File: config.mk
export PLATFORM = sky130hd
export DESIGN_NAME = json_string_unescape_flat
export DESIGN_NICKNAME = d
export VERILOG_FILES = /design/src/hw/rtl/jsu_pkg.sv /design/src/hw/rtl/jsu_req_if.sv /design/src/hw/rtl/jsu_rsp_if.sv /design/src/hw/rtl/json_string_unescape.sv /design/src/hw/rtl/jsu_decode.sv /design/src/hw/rtl/jsu_serial.sv /design/src/flat_wrapper.sv
export SDC_FILE = /design/constraint.sdc
export NUM_CORES = 1
export LEC_CHECK = 0
export BUFFER_PORTS_ARGS = -buffer_cell sky130_fd_sc_hd__buf_2
export CORE_ASPECT_RATIO = 0.8
export CORE_MARGIN = 4
export CORE_UTILIZATION = 59
export CTS_CLUSTER_DIAMETER = 120
export DETAILED_ROUTE_END_ITERATION = 10
export PLACE_DENSITY_LB_ADDON = 0.3
export SYNTH_ARGS = -nofsm -noshare
export SYNTH_HDL_FRONTEND = slang
export SYNTH_SLANG_ARGS = --single-unit
File: constraint.sdc
create_clock -name clock -period 4.3 [get_ports clock]
set_input_delay 0.43 -clock clock [delete_from_list [all_inputs] [get_ports clock]]
set_output_delay 0.43 -clock clock [all_outputs]
set_load 0.005 [all_outputs]
File: src/hw/rtl/jsu_pkg.sv
// Shared types, character codes and helpers for the JSON string unescaper.
`default_nettype none

package jsu_pkg;

   // Decoder mode: plain text, after a backslash, or waiting for hex digit 1..4
   typedef enum logic [2:0] {
      MODE_NORMAL = 3'd0,
      MODE_ESC    = 3'd1,
      MODE_HEX1   = 3'd2,
      MODE_HEX2   = 3'd3,
      MODE_HEX3   = 3'd4,
      MODE_HEX4   = 3'd5
   } mode_type;

   // Result status codes
   localparam logic [1:0] STATUS_BYTE  = 2'd0;
   localparam logic [1:0] STATUS_DONE  = 2'd1;
   localparam logic [1:0] STATUS_ERROR = 2'd2;

   // Most results one input byte can cause (three-byte UTF-8 sequence)
   localparam int unsigned GROUP_MAX = 3;

   // Input characters of interest
   localparam logic [7:0] CHAR_NUL       = 8'h00;
   localparam logic [7:0] CHAR_QUOTE     = 8'h22;
   localparam logic [7:0] CHAR_BACKSLASH = 8'h5C;
   localparam logic [7:0] CHAR_SLASH     = 8'h2F;
   localparam logic [7:0] CHAR_LOWER_B   = 8'h62;
   localparam logic [7:0] CHAR_LOWER_F   = 8'h66;
   localparam logic [7:0] CHAR_LOWER_N   = 8'h6E;
   localparam logic [7:0] CHAR_LOWER_R   = 8'h72;
   localparam logic [7:0] CHAR_LOWER_T   = 8'h74;
   localparam logic [7:0] CHAR_LOWER_U   = 8'h75;
   localparam logic [7:0] CHAR_SPACE     = 8'h20;

   // Control bytes produced by escapes
   localparam logic [7:0] CTRL_BS  = 8'h08;
   localparam logic [7:0] CTRL_TAB = 8'h09;
   localparam logic [7:0] CTRL_LF  = 8'h0A;
   localparam logic [7:0] CTRL_FF  = 8'h0C;
   localparam logic [7:0] CTRL_CR  = 8'h0D;

   // UTF-8 lead and continuation markers
   localparam logic [7:0] UTF8_LEAD2 = 8'hC0;
   localparam logic [7:0] UTF8_LEAD3 = 8'hE0;
   localparam logic [7:0] UTF8_CONT  = 8'h80;

   // Results caused by one input byte, oldest in bytes[0]
   typedef struct packed {
      logic [1:0]       count;
      logic [1:0]       status;
      logic [2:0][7:0]  bytes;
   } group_type;

   // Hex digit decode: bit 4 set when the byte is a hex digit, low nibble its value
   function automatic logic [4:0] hex_digit(input logic [7:0] c);
      logic [4:0] r;
      r = '0;
      if (c >= 8'h30 && c <= 8'h39) begin
         r = {1'b1, c[3:0]};
      end else if ((c >= 8'h41 && c <= 8'h46) || (c >= 8'h61 && c <= 8'h66)) begin
         r = {1'b1, c[3:0] + 4'd9};
      end
      return r;
   endfunction

endpackage

`default_nettype wire

File: src/hw/rtl/jsu_req_if.sv
// Input channel: one string byte per beat.
`default_nettype none

interface jsu_req_if;
   logic       valid;
   logic       ready;
   logic [7:0] in_byte;

   modport source (output valid, output in_byte, input ready);
   modport sink   (input valid, input in_byte, output ready);
endinterface

`default_nettype wire

File: src/hw/rtl/jsu_rsp_if.sv
// Result channel: one decoded byte or end status per beat.
`default_nettype none

interface jsu_rsp_if;
   logic       valid;
   logic       ready;
   logic [7:0] out_byte;
   logic       byte_valid;
   logic [1:0] status;
   logic       last;

   modport source (output valid, output out_byte, output byte_valid, output status,
                   output last, input ready);
   modport sink   (input valid, input out_byte, input byte_valid, input status,
                   input last, output ready);
endinterface

`default_nettype wire

File: src/hw/rtl/json_string_unescape.sv
// Top level of the streaming JSON string unescaper.
// Feed the bytes of a JSON string body, starting after the opening quote, one per
// beat on req_chan. Each byte yields zero to three result beats on rsp_chan: a
// decoded byte (status 0), a close (status 1) or a syntax error (status 2), with
// last marking the final beat caused by that byte. A byte is taken every cycle
// while the results fit through the single result register; a byte that causes
// more than one result holds the input until its last result beat leaves, so a
// \uXXXX escape that becomes three UTF-8 bytes holds the input after its last hex digit.
// Backslashes, \u and the first three hex digits produce no beat. After a close
// or an error the decoder is back in plain-text mode.
`default_nettype none

module json_string_unescape (
   input  wire logic  clock,
   input  wire logic  reset,
   jsu_req_if.sink    req_chan,
   jsu_rsp_if.source  rsp_chan
);

   jsu_pkg::group_type group;
   logic               take_ok;
   logic               req_fire;

   assign req_chan.ready = take_ok;
   assign req_fire       = req_chan.valid && take_ok;

   jsu_decode u_decode (
      .clock   (clock),
      .reset   (reset),
      .in_byte (req_chan.in_byte),
      .accept  (req_fire),
      .group   (group)
   );

   jsu_serial u_serial (
      .clock    (clock),
      .reset    (reset),
      .group    (group),
      .req_fire (req_fire),
      .take_ok  (take_ok),
      .rsp_chan (rsp_chan)
   );

endmodule

`default_nettype wire

File: src/hw/rtl/jsu_decode.sv
// Escape decoder: mode and code point state, and the result group per input byte.
`default_nettype none

module jsu_decode (
   input  wire logic              clock,
   input  wire logic              reset,
   input  wire logic [7:0]        in_byte,
   input  wire logic              accept,
   output jsu_pkg::group_type     group
);

   jsu_pkg::mode_type mode_ff, mode_in;
   logic [11:0]       code_accum_ff, code_accum_in;

   logic [4:0]  hex;
   logic [15:0] code_point;

   assign hex        = jsu_pkg::hex_digit(in_byte);
   assign code_point = {code_accum_ff, hex[3:0]};

   // State registers
   always_ff @(posedge clock) begin
      if (reset) begin
         mode_ff       <= jsu_pkg::MODE_NORMAL;
         code_accum_ff <= '0;
      end else if (accept) begin
         mode_ff       <= mode_in;
         code_accum_ff <= code_accum_in;
      end
   end

   // Next state
   always_comb begin
      mode_in       = jsu_pkg::MODE_NORMAL;
      code_accum_in = '0;
      if (in_byte != jsu_pkg::CHAR_NUL) begin
         unique case (mode_ff)
            jsu_pkg::MODE_ESC: begin
               if (in_byte == jsu_pkg::CHAR_LOWER_U) begin
                  mode_in = jsu_pkg::MODE_HEX1;
               end
            end
            jsu_pkg::MODE_HEX1: begin
               if (hex[4]) begin
                  mode_in       = jsu_pkg::MODE_HEX2;
                  code_accum_in = code_point[11:0];
               end
            end
            jsu_pkg::MODE_HEX2: begin
               if (hex[4]) begin
                  mode_in       = jsu_pkg::MODE_HEX3;
                  code_accum_in = code_point[11:0];
               end
            end
            jsu_pkg::MODE_HEX3: begin
               if (hex[4]) begin
                  mode_in       = jsu_pkg::MODE_HEX4;
                  code_accum_in = code_point[11:0];
               end
            end
            jsu_pkg::MODE_HEX4: begin
               mode_in = jsu_pkg::MODE_NORMAL;
            end
            default: begin
               if (in_byte == jsu_pkg::CHAR_BACKSLASH) begin
                  mode_in = jsu_pkg::MODE_ESC;
               end
            end
         endcase
      end
   end

   // Result group
   always_comb begin
      group        = '0;
      group.status = jsu_pkg::STATUS_BYTE;
      if (in_byte == jsu_pkg::CHAR_NUL) begin
         group.count  = 2'd1;
         group.status = jsu_pkg::STATUS_ERROR;
      end else begin
         unique case (mode_ff) inside
            jsu_pkg::MODE_ESC: begin
               group.count = 2'd1;
               unique case (in_byte)
                  jsu_pkg::CHAR_QUOTE:     group.bytes[0] = jsu_pkg::CHAR_QUOTE;
                  jsu_pkg::CHAR_BACKSLASH: group.bytes[0] = jsu_pkg::CHAR_BACKSLASH;
                  jsu_pkg::CHAR_SLASH:     group.bytes[0] = jsu_pkg::CHAR_SLASH;
                  jsu_pkg::CHAR_LOWER_B:   group.bytes[0] = jsu_pkg::CTRL_BS;
                  jsu_pkg::CHAR_LOWER_F:   group.bytes[0] = jsu_pkg::CTRL_FF;
                  jsu_pkg::CHAR_LOWER_N:   group.bytes[0] = jsu_pkg::CTRL_LF;
                  jsu_pkg::CHAR_LOWER_R:   group.bytes[0] = jsu_pkg::CTRL_CR;
                  jsu_pkg::CHAR_LOWER_T:   group.bytes[0] = jsu_pkg::CTRL_TAB;
                  jsu_pkg::CHAR_LOWER_U:   group.count    = 2'd0;
                  default:                 group.status   = jsu_pkg::STATUS_ERROR;
               endcase
            end
            jsu_pkg::MODE_HEX1, jsu_pkg::MODE_HEX2, jsu_pkg::MODE_HEX3,
            jsu_pkg::MODE_HEX4: begin
               if (!hex[4]) begin
                  group.count  = 2'd1;
                  group.status = jsu_pkg::STATUS_ERROR;
               end else if (mode_ff == jsu_pkg::MODE_HEX4) begin
                  // UTF-8 encode the finished code point
                  if (code_point[15:7] == '0) begin
                     group.count    = 2'd1;
                     group.bytes[0] = code_point[7:0];
                  end else if (code_point[15:11] == '0) begin
                     group.count    = 2'd2;
                     group.bytes[0] = jsu_pkg::UTF8_LEAD2 | {3'b000, code_point[10:6]};
                     group.bytes[1] = jsu_pkg::UTF8_CONT | {2'b00, code_point[5:0]};
                  end else begin
                     group.count    = 2'd3;
                     group.bytes[0] = jsu_pkg::UTF8_LEAD3 | {4'b0000, code_point[15:12]};
                     group.bytes[1] = jsu_pkg::UTF8_CONT | {2'b00, code_point[11:6]};
                     group.bytes[2] = jsu_pkg::UTF8_CONT | {2'b00, code_point[5:0]};
                  end
               end
            end
            default: begin
               if (in_byte == jsu_pkg::CHAR_QUOTE) begin
                  group.count  = 2'd1;
                  group.status = jsu_pkg::STATUS_DONE;
               end else if (in_byte < jsu_pkg::CHAR_SPACE && in_byte != jsu_pkg::CTRL_TAB) begin
                  group.count  = 2'd1;
                  group.status = jsu_pkg::STATUS_ERROR;
               end else if (in_byte != jsu_pkg::CHAR_BACKSLASH) begin
                  group.count    = 2'd1;
                  group.bytes[0] = in_byte;
               end
            end
         endcase
      end
   end

endmodule

`default_nettype wire

File: src/hw/rtl/jsu_serial.sv
// Result register: holds one group of results and hands them out one beat at a time.
`default_nettype none

module jsu_serial (
   input  wire logic               clock,
   input  wire logic               reset,
   input  wire jsu_pkg::group_type group,
   input  wire logic               req_fire,
   output logic                    take_ok,
   jsu_rsp_if.source               rsp_chan
);

   logic [1:0]      cnt_ff, cnt_in;
   logic [1:0]      status_ff;
   logic [2:0][7:0] byte_ff;
   logic            load;
   logic            rsp_fire;

   assign rsp_fire = rsp_chan.valid && rsp_chan.ready;
   assign load     = req_fire && (group.count != 2'd0);

   // Room for a new group when empty or when the final beat leaves now
   assign take_ok = (cnt_ff == 2'd0) || (cnt_ff == 2'd1 && rsp_chan.ready);

   // Pending beat count
   always_comb begin
      cnt_in = cnt_ff;
      if (load) begin
         cnt_in = group.count;
      end else if (rsp_fire) begin
         cnt_in = cnt_ff - 2'd1;
      end
   end

   always_ff @(posedge clock) begin
      if (reset) begin
         cnt_ff <= '0;
      end else begin
         cnt_ff <= cnt_in;
      end
   end

   // Payload: load a group, or shift to the next byte after each beat
   always_ff @(posedge clock) begin
      if (load) begin
         status_ff <= group.status;
         byte_ff   <= group.bytes;
      end else if (rsp_fire) begin
         byte_ff <= {8'h00, byte_ff[2:1]};
      end
   end

   assign rsp_chan.valid      = (cnt_ff != 2'd0);
   assign rsp_chan.out_byte   = byte_ff[0];
   assign rsp_chan.byte_valid = (status_ff == jsu_pkg::STATUS_BYTE);
   assign rsp_chan.status     = status_ff;
   assign rsp_chan.last       = (cnt_ff == 2'd1);

endmodule

`default_nettype wire

File: src/flat_wrapper.sv
// flat-port wrapper written by rule: the top's interface ports become plain ports
module json_string_unescape_flat 
  (clock, reset, req_chan_valid, req_chan_in_byte, req_chan_ready, rsp_chan_valid, rsp_chan_out_byte, rsp_chan_byte_valid, rsp_chan_status, rsp_chan_last, rsp_chan_ready);
  jsu_req_if req_chan_i ();
  jsu_rsp_if rsp_chan_i ();
  input  wire logic clock;
  input  wire logic reset;
  input wire logic [$bits(req_chan_i.valid)-1:0] req_chan_valid;
  input wire logic [$bits(req_chan_i.in_byte)-1:0] req_chan_in_byte;
  output wire logic [$bits(req_chan_i.ready)-1:0] req_chan_ready;
  output wire logic [$bits(rsp_chan_i.valid)-1:0] rsp_chan_valid;
  output wire logic [$bits(rsp_chan_i.out_byte)-1:0] rsp_chan_out_byte;
  output wire logic [$bits(rsp_chan_i.byte_valid)-1:0] rsp_chan_byte_valid;
  output wire logic [$bits(rsp_chan_i.status)-1:0] rsp_chan_status;
  output wire logic [$bits(rsp_chan_i.last)-1:0] rsp_chan_last;
  input wire logic [$bits(rsp_chan_i.ready)-1:0] rsp_chan_ready;
  assign req_chan_i.valid = req_chan_valid;
  assign req_chan_i.in_byte = req_chan_in_byte;
  assign req_chan_ready = req_chan_i.ready;
  assign rsp_chan_valid = rsp_chan_i.valid;
  assign rsp_chan_out_byte = rsp_chan_i.out_byte;
  assign rsp_chan_byte_valid = rsp_chan_i.byte_valid;
  assign rsp_chan_status = rsp_chan_i.status;
  assign rsp_chan_last = rsp_chan_i.last;
  assign rsp_chan_i.ready = rsp_chan_ready;
  json_string_unescape u_core (.clock(clock), .reset(reset), .req_chan(req_chan_i), .rsp_chan(rsp_chan_i));
endmodule
==> results.toml, run 1 <==
[timing]
slew_headroom_pct = 34.8
setup_viol = 0
worst_slack_ns = 0.898
whs_ns = 0.489
final_max_slew_viol_count = 0
hold_viol_final = 0
post-route-period-util_pct = 79.1
fin_tns_setup_ns = 0
fmax_ghz = 0.294
fin_skew_ns = 0.00768
rsz0062_at_grt = "no"
tightest_slew_ns = 0.970
fin_crit_ns = 3.40

[layout]
drive_above_1_share_pct = 15.5
final_area_um2 = 2850
antenna_cells = 0
fill_cells = 360
postLayoutCoreUtil_pct = 66.6
syn2layout_area_growth_pct = 6.54
stdcell_count = 373
fin_nets = 334

[clock_network]
cts_post_setup_buffers_inserted = 0
cts_sinks = 41
cts_max_level = 2
cts_tree = "yes"
cts-buffers-inserted = 5
root_buffer = "clkbuf_8"
clk_pin_slew_ns = 0.07
clock_path_buffers = 2
clk_latency_ns = 0.30
cts_resized = 0
ctsHoldBuffers = 0

[worst_hold_path]
worstHoldPathCells = 2
min_path_type = "primary input to register"

[placed_design]
pre_cts_ws_ns = 0.619
dp.cells = 365
place_area_um2 = 2750
place_hpwl_um = 4780
place.port_buffers = 25
place_congestion = 0.982

[die]
coreArea_um2 = 4280
ioPinCount = 26
die_h_um = 68.3
design.die.area_um2 = 5690
rows = 21
die_w_um = 83.3
initial_core_util_pct = 62.5

[grt]
grt_pass1_wl_um = 10600
antenna_found_initial = 0
met2_usage_pct = 37.3
busiest_layer = "met2"
grt_max_degree = 18
grt_pass1_vias = 2158
overflow = 0
global_route.usage.met3_pct = 5.66
grt.total_usage_pct = 24.0
met1_usage_pct = 32.6

[route]
dr.pass1.iters = 5
drtAntennaViolNets = 0
vias_per_cell = 6.51
vias = 2430
dr.first_iter.drc_count = 419
wl_um = 6590
drc_errors = 0
avgRoutedWirePerCell_um = 17.7

[critical_path]
ff2ff_path_depth = 8
critPathCaptureType = "register"
path_max_fanout = 15
worstSetupStartpointType = "primary input"
worstPathArrival_ns = 3.39
required_ns = 4.29
worst-setup-path-type = "primary input to register"

[synthesis]
async_reset_ff_share_pct = 0
synthSimpleGateAreaFrac_pct = 24.9
ys_ff_latch = 41
synthAdderAreaFrac_pct = 3.27
synth_top_family_by_area = "simple AND/OR/NAND/NOR gates"
synth_compound_area_share_pct = 22.9
synthFlopType = "edfxtp_1"
synthTopCellsByArea = "edfxtp_1 (27%), dfxtp_1 (13%), nand2_1 (5.5%)"
synth_xor_area_share_pct = 0.981
yosysWarnings = 0
muxShareOfSynthArea_pct = 1.17
synth_top_area_share_pct = 26.9
synthCells = 306
synth_nets = 325
yosysSeqAreaShare_pct = 39.6
synth.distinct_cells = 65
syn_area_per_cell_um2 = 8.75
yosysTopAreaCell = "edfxtp_1"
netlist_area_um2 = 2680
synth_edf_count = 24

[outcome]
status = "completed"

[power]
peakVddDrop_uv = 220
p_leak_nw = 1.07
fin_total_pwr_mw = 0.958
p_per_area_nw_per_um2 = 336

[run]
cap_viol_max_count = 0
where the power goes:
group	internal [mW]	total, mW	switching, mW
logic	0.0683	0.177	0.108
clock network	0.171	0.300	0.128
registers	0.470	0.482	0.0113
total	0.710	0.958	0.248
final cells by class:
type	instances	area, um2	area share, %
Clock inverter	2	33.8	1.18
Timing Repair Buffer	28	148	5.17
Multi-Input combinational cell	228	1430	50.0
Inverter	11	41.3	1.45
Sequential cell	41	1060	37.2
Tap cell	57	71.3	2.50
Clock buffer	6	72.6	2.54
registers in the layout (all words and copies together) (netlist names):
name	flops
u_core.u_serial.byte_ff	14
u_core.u_decode.code_accum_ff	12
u_core.u_serial.rsp_chan.out_byte	8
u_core.u_decode.mode_ff	3
u_core.u_serial.cnt_ff	2
u_core.u_serial.rsp_chan.status	2
critical path, stage by stage:
cell and delay [ns]:
buf_2 0.15, inv_1 0.08, ha_1 0.26, nor2_1 0.10
a2111oi_4 0.39, a31oi_2 0.32, or4_1 0.77, and2_4 0.29
nand2_1 0.29, buf_4 0.30
worst paths after layout:
check / slack (ns) / startpoint / end
worst max register to register: 1.08 / u_core.u_decode.mode_ff[2] / u_core.u_serial.byte_ff[19]
worst min-delay path: 0.49 / reset / u_core.u_decode.code_accum_ff[3]
worst max-delay path: 0.90 / req_chan_in_byte[1] / u_core.u_serial.byte_ff[19]
worst min register to register: 0.50 / u_core.u_decode.code_accum_ff[9] / u_core.u_decode.code_accum_ff[9]
per-layer routing:
layer	share of wire [%]	wire (um)
met2	43	2860
met1	44	2910
met4	2.4	161
met5	0	0
met3	10	660
layout by cell type (no fill, tap or decap), types with 5 or more instances in the layout:
cell / Yosys / final
clkbuf_8: 0 / 5
edfxtp_1: 24 / 24
buf_2: 3 / 25
nor4_1: 6 / 6
dfxtp_1: 17 / 17
ha_1: 7 / 7
inv_1: 11 / 11
nor3_1: 12 / 12
a21oi_1: 25 / 25
o2bb2ai_1: 5 / 5
nand3_1: 8 / 8
nand2_1: 39 / 39
nor2_1: 25 / 25
o21ai_0: 13 / 13
cell usage after synthesis (3+ instances only):
| cell | n |
|---|---|
| dfxtp_1 | 17 |
| nand4_1 | 3 |
| edfxtp_1 | 24 |
| clkbuf_1 | 11 |
| a32o_1 | 4 |
| and3_1 | 4 |
| nand3_1 | 8 |
| xnor2_1 | 3 |
| a22oi_1 | 3 |
| nand2_1 | 39 |
| or4b_2 | 3 |
| nor3_1 | 12 |
| ha_1 | 7 |
| a21oi_1 | 25 |
| nor3b_1 | 3 |
| inv_1 | 11 |
| nor4_1 | 6 |
| o22ai_1 | 4 |
| a21o_1 | 3 |
| nor2_1 | 25 |
| o2bb2ai_1 | 5 |
| buf_4 | 9 |
| buf_2 | 3 |
| o21ai_0 | 13 |
| nand2b_1 | 3 |
| a22o_1 | 4 |
| nor2b_1 | 4 |
kinds of logic (layout without fill, tap and decap cells):
group	Yosys count	count (layout)
multiplexers	3	3
adder cells (fa/ha/maj)	7	7
XOR/XNOR	3	3
flip-flops	41	41
AO/OA/AOI/OAI	86	86
AND/OR/NAND/NOR	129	129
buffers and inverters	37	47
Note: power is estimated with default switching activity, not from simulation.
==> run 2, diff against run 1 <==
==> constraint.sdc (replaced) <==
create_clock -name clock -period 3.36 [get_ports clock]
set_input_delay 0.336 -clock clock [delete_from_list [all_inputs] [get_ports clock]]
set_output_delay 0.336 -clock clock [all_outputs]
set_load 0.005 [all_outputs]
==> results.toml, run 2 (synthesis results as in run 1) <==
[critical_path]
path_max_fanout = 15
worstSetupStartpointType = "register"
critPathCaptureType = "register"
required_ns = 3.42
timing.rr.end = "u_core.u_serial.rsp_chan.out_byte[0]"
regToRegSetupSlack_ns = 0.50
ff2ff_path_depth = 9
worst-setup-path-type = "register to register"
crit_chain = "inv_1, ha_1, nor4bb_1, o31ai_1, o221ai_1, o21bai_1, and2_4, nand2_1, buf_4"
timing.rr.start = "u_core.u_decode.mode_ff[2]"
critical-path-max-stage-delay_ns = 0.51
critPathSlowestCell = "ha_1"
critPathBufInv = 2
worstPathArrival_ns = 2.91
crit_family = "compound AO/OA/AOI/OAI gates"

[die]
rows = 21
die_h_um = 68.3
ioPinCount = 26
die_w_um = 83.3
design.die.area_um2 = 5690
initial_core_util_pct = 62.5
coreArea_um2 = 4280

[route]
dr.first_iter.drc_count = 353
drc_errors = 0
drtAntennaViolNets = 0
dr.pass1.iters = 5
vias = 2482
wl_um = 6650
vias_per_cell = 6.58
avgRoutedWirePerCell_um = 17.6

[timing]
rsz0062_at_grt = "no"
fin_skew_ns = 0.0110
hold_viol_final = 0
fin_tns_setup_ns = 0
post-route-period-util_pct = 85.0
fin_crit_ns = 2.86
final_max_slew_viol_count = 0
setup_viol = 0
tightest_slew_ns = 0.987
slew_headroom_pct = 33.7
fmax_ghz = 0.350

[grt]
grt_pass1_wl_um = 10600
met1_usage_pct = 33.0
antenna_found_initial = 0
met2_usage_pct = 36.5
global_route.usage.met3_pct = 5.78
grt.total_usage_pct = 24.0
grt_max_degree = 18
grt_pass1_vias = 2122
busiest_layer = "met2"
overflow = 0

[clock_network]
cts_max_level = 2
clk_pin_slew_ns = 0.08
root_buffer = "clkbuf_8"
cts_resized = 0
ctsHoldBuffers = 0
cts_post_setup_buffers_inserted = 0
cts_sinks = 41
clock_path_buffers = 2
cts-buffers-inserted = 5
clk_latency_ns = 0.30
cts_tree = "yes"

[layout]
stdcell_count = 377
largest_register_ffs = 14
layout_commonest_cell = "nand2_1"
syn2layout_area_growth_pct = 6.91
mostFrequentLayoutCells = "nand2_1 (39), nor2_1 (25), a21oi_1 (25), buf_2 (25), edfxtp_1 (24)"
final_area_um2 = 2860
largest_register = "u_core.u_serial.byte_ff"
fin_nets = 338
postLayoutCoreUtil_pct = 66.9
drive_above_1_share_pct = 17.2
antenna_cells = 0
fill_cells = 361

[run]
cap_viol_max_count = 0

[power]
peakVddDrop_uv = 253
p_comb_share_pct = 19.7
p_sw_mw = 0.332
clockPowerShare_pct = 27.5
p_seq_share_pct = 52.8
intPower_mw = 0.836
p_leak_nw = 1.08
swShare_pct = 28.4
p_per_area_nw_per_um2 = 408

[placed_design]
place_congestion = 0.957
place_hpwl_um = 4870
place.port_buffers = 25
place_area_um2 = 2780
dp.cells = 369

[worst_hold_path]
worstHoldStart = "reset"
holdPathEnd = "u_core.u_decode.code_accum_ff[0]"
min_path_type = "primary input to register"
worstHoldPathCells = 2

[outcome]
status = "completed"
==> run 2: power by group through the flow <==
stage | clock (mW) | sequential (mW) | combinational [mW]
floorplan | 0 | 0.626 | 0.177
global placement | 0 | 0.626 | 0.222
detailed placement | 0 | 0.629 | 0.227
CTS | 0.320 | 0.618 | 0.228
global route | 0.338 | 0.623 | 0.253
finish | 0.321 | 0.617 | 0.230
==> run 2: area by class of cell <==
type                            count  area (um2)  share of cell area (%)
Clock buffer                        5        68.8                    2.40
Clock inverter                      3        17.5                   0.612
Inverter                           11        41.3                    1.44
Multi-Input combinational cell    228        1430                    49.8
Sequential cell                    41        1060                    37.0
Tap cell                           57        71.3                    2.49
Timing Repair Buffer               32         178                    6.20
==> run 2: worst max-delay path by stage <==
stage	start	endpoint	slack, ns	cells after the start
6_report	u_core.u_decode.mode_ff[2]	u_core.u_serial.rsp_chan.out_byte[0]	0.50	9
3_5_place_dp	req_chan_in_byte[0]	u_core.u_serial.rsp_chan.out_byte[3]	0.39	8
3_3_place_gp	req_chan_in_byte[0]	u_core.u_serial.rsp_chan.out_byte[3]	0.46	8
5_1_grt	u_core.u_decode.mode_ff[2]	u_core.u_serial.rsp_chan.out_byte[5]	0.28	9
2_1_floorplan	u_core.u_decode.mode_ff[2]	u_core.u_serial.byte_ff[10]	0.16	12
4_1_cts	u_core.u_decode.mode_ff[2]	u_core.u_serial.rsp_chan.out_byte[5]	0.57	9
==> run 2: worst register-to-register path, stage by stage, from the launching register on <==
cell	delay [ns]
dfxtp_1	0.48
inv_1	0.12
ha_1	0.51
nor4bb_1	0.13
o31ai_1	0.12
o221ai_1	0.21
o21bai_1	0.42
and2_4	0.34
nand2_1	0.09
buf_4	0.20
==> run 2: layer usage <==
metal  part of all wire (%)  up-vias
met4                    2.5        0
met3                    9.3       25
li1                       -     1160
met1                     45     1147
met2                     43      150
met5                      0        -
==> run 2: through the flow <==
step	hold slack, ns	worst slack [ns]	total power, mW
after floorplan	0.454	0.156	0.804
final	0.394	0.504	1.17
after CTS	0.391	0.574	1.17
after global placement	0.475	0.461	0.849
after global routing	0.410	0.282	1.21
after detailed placement	0.480	0.387	0.856
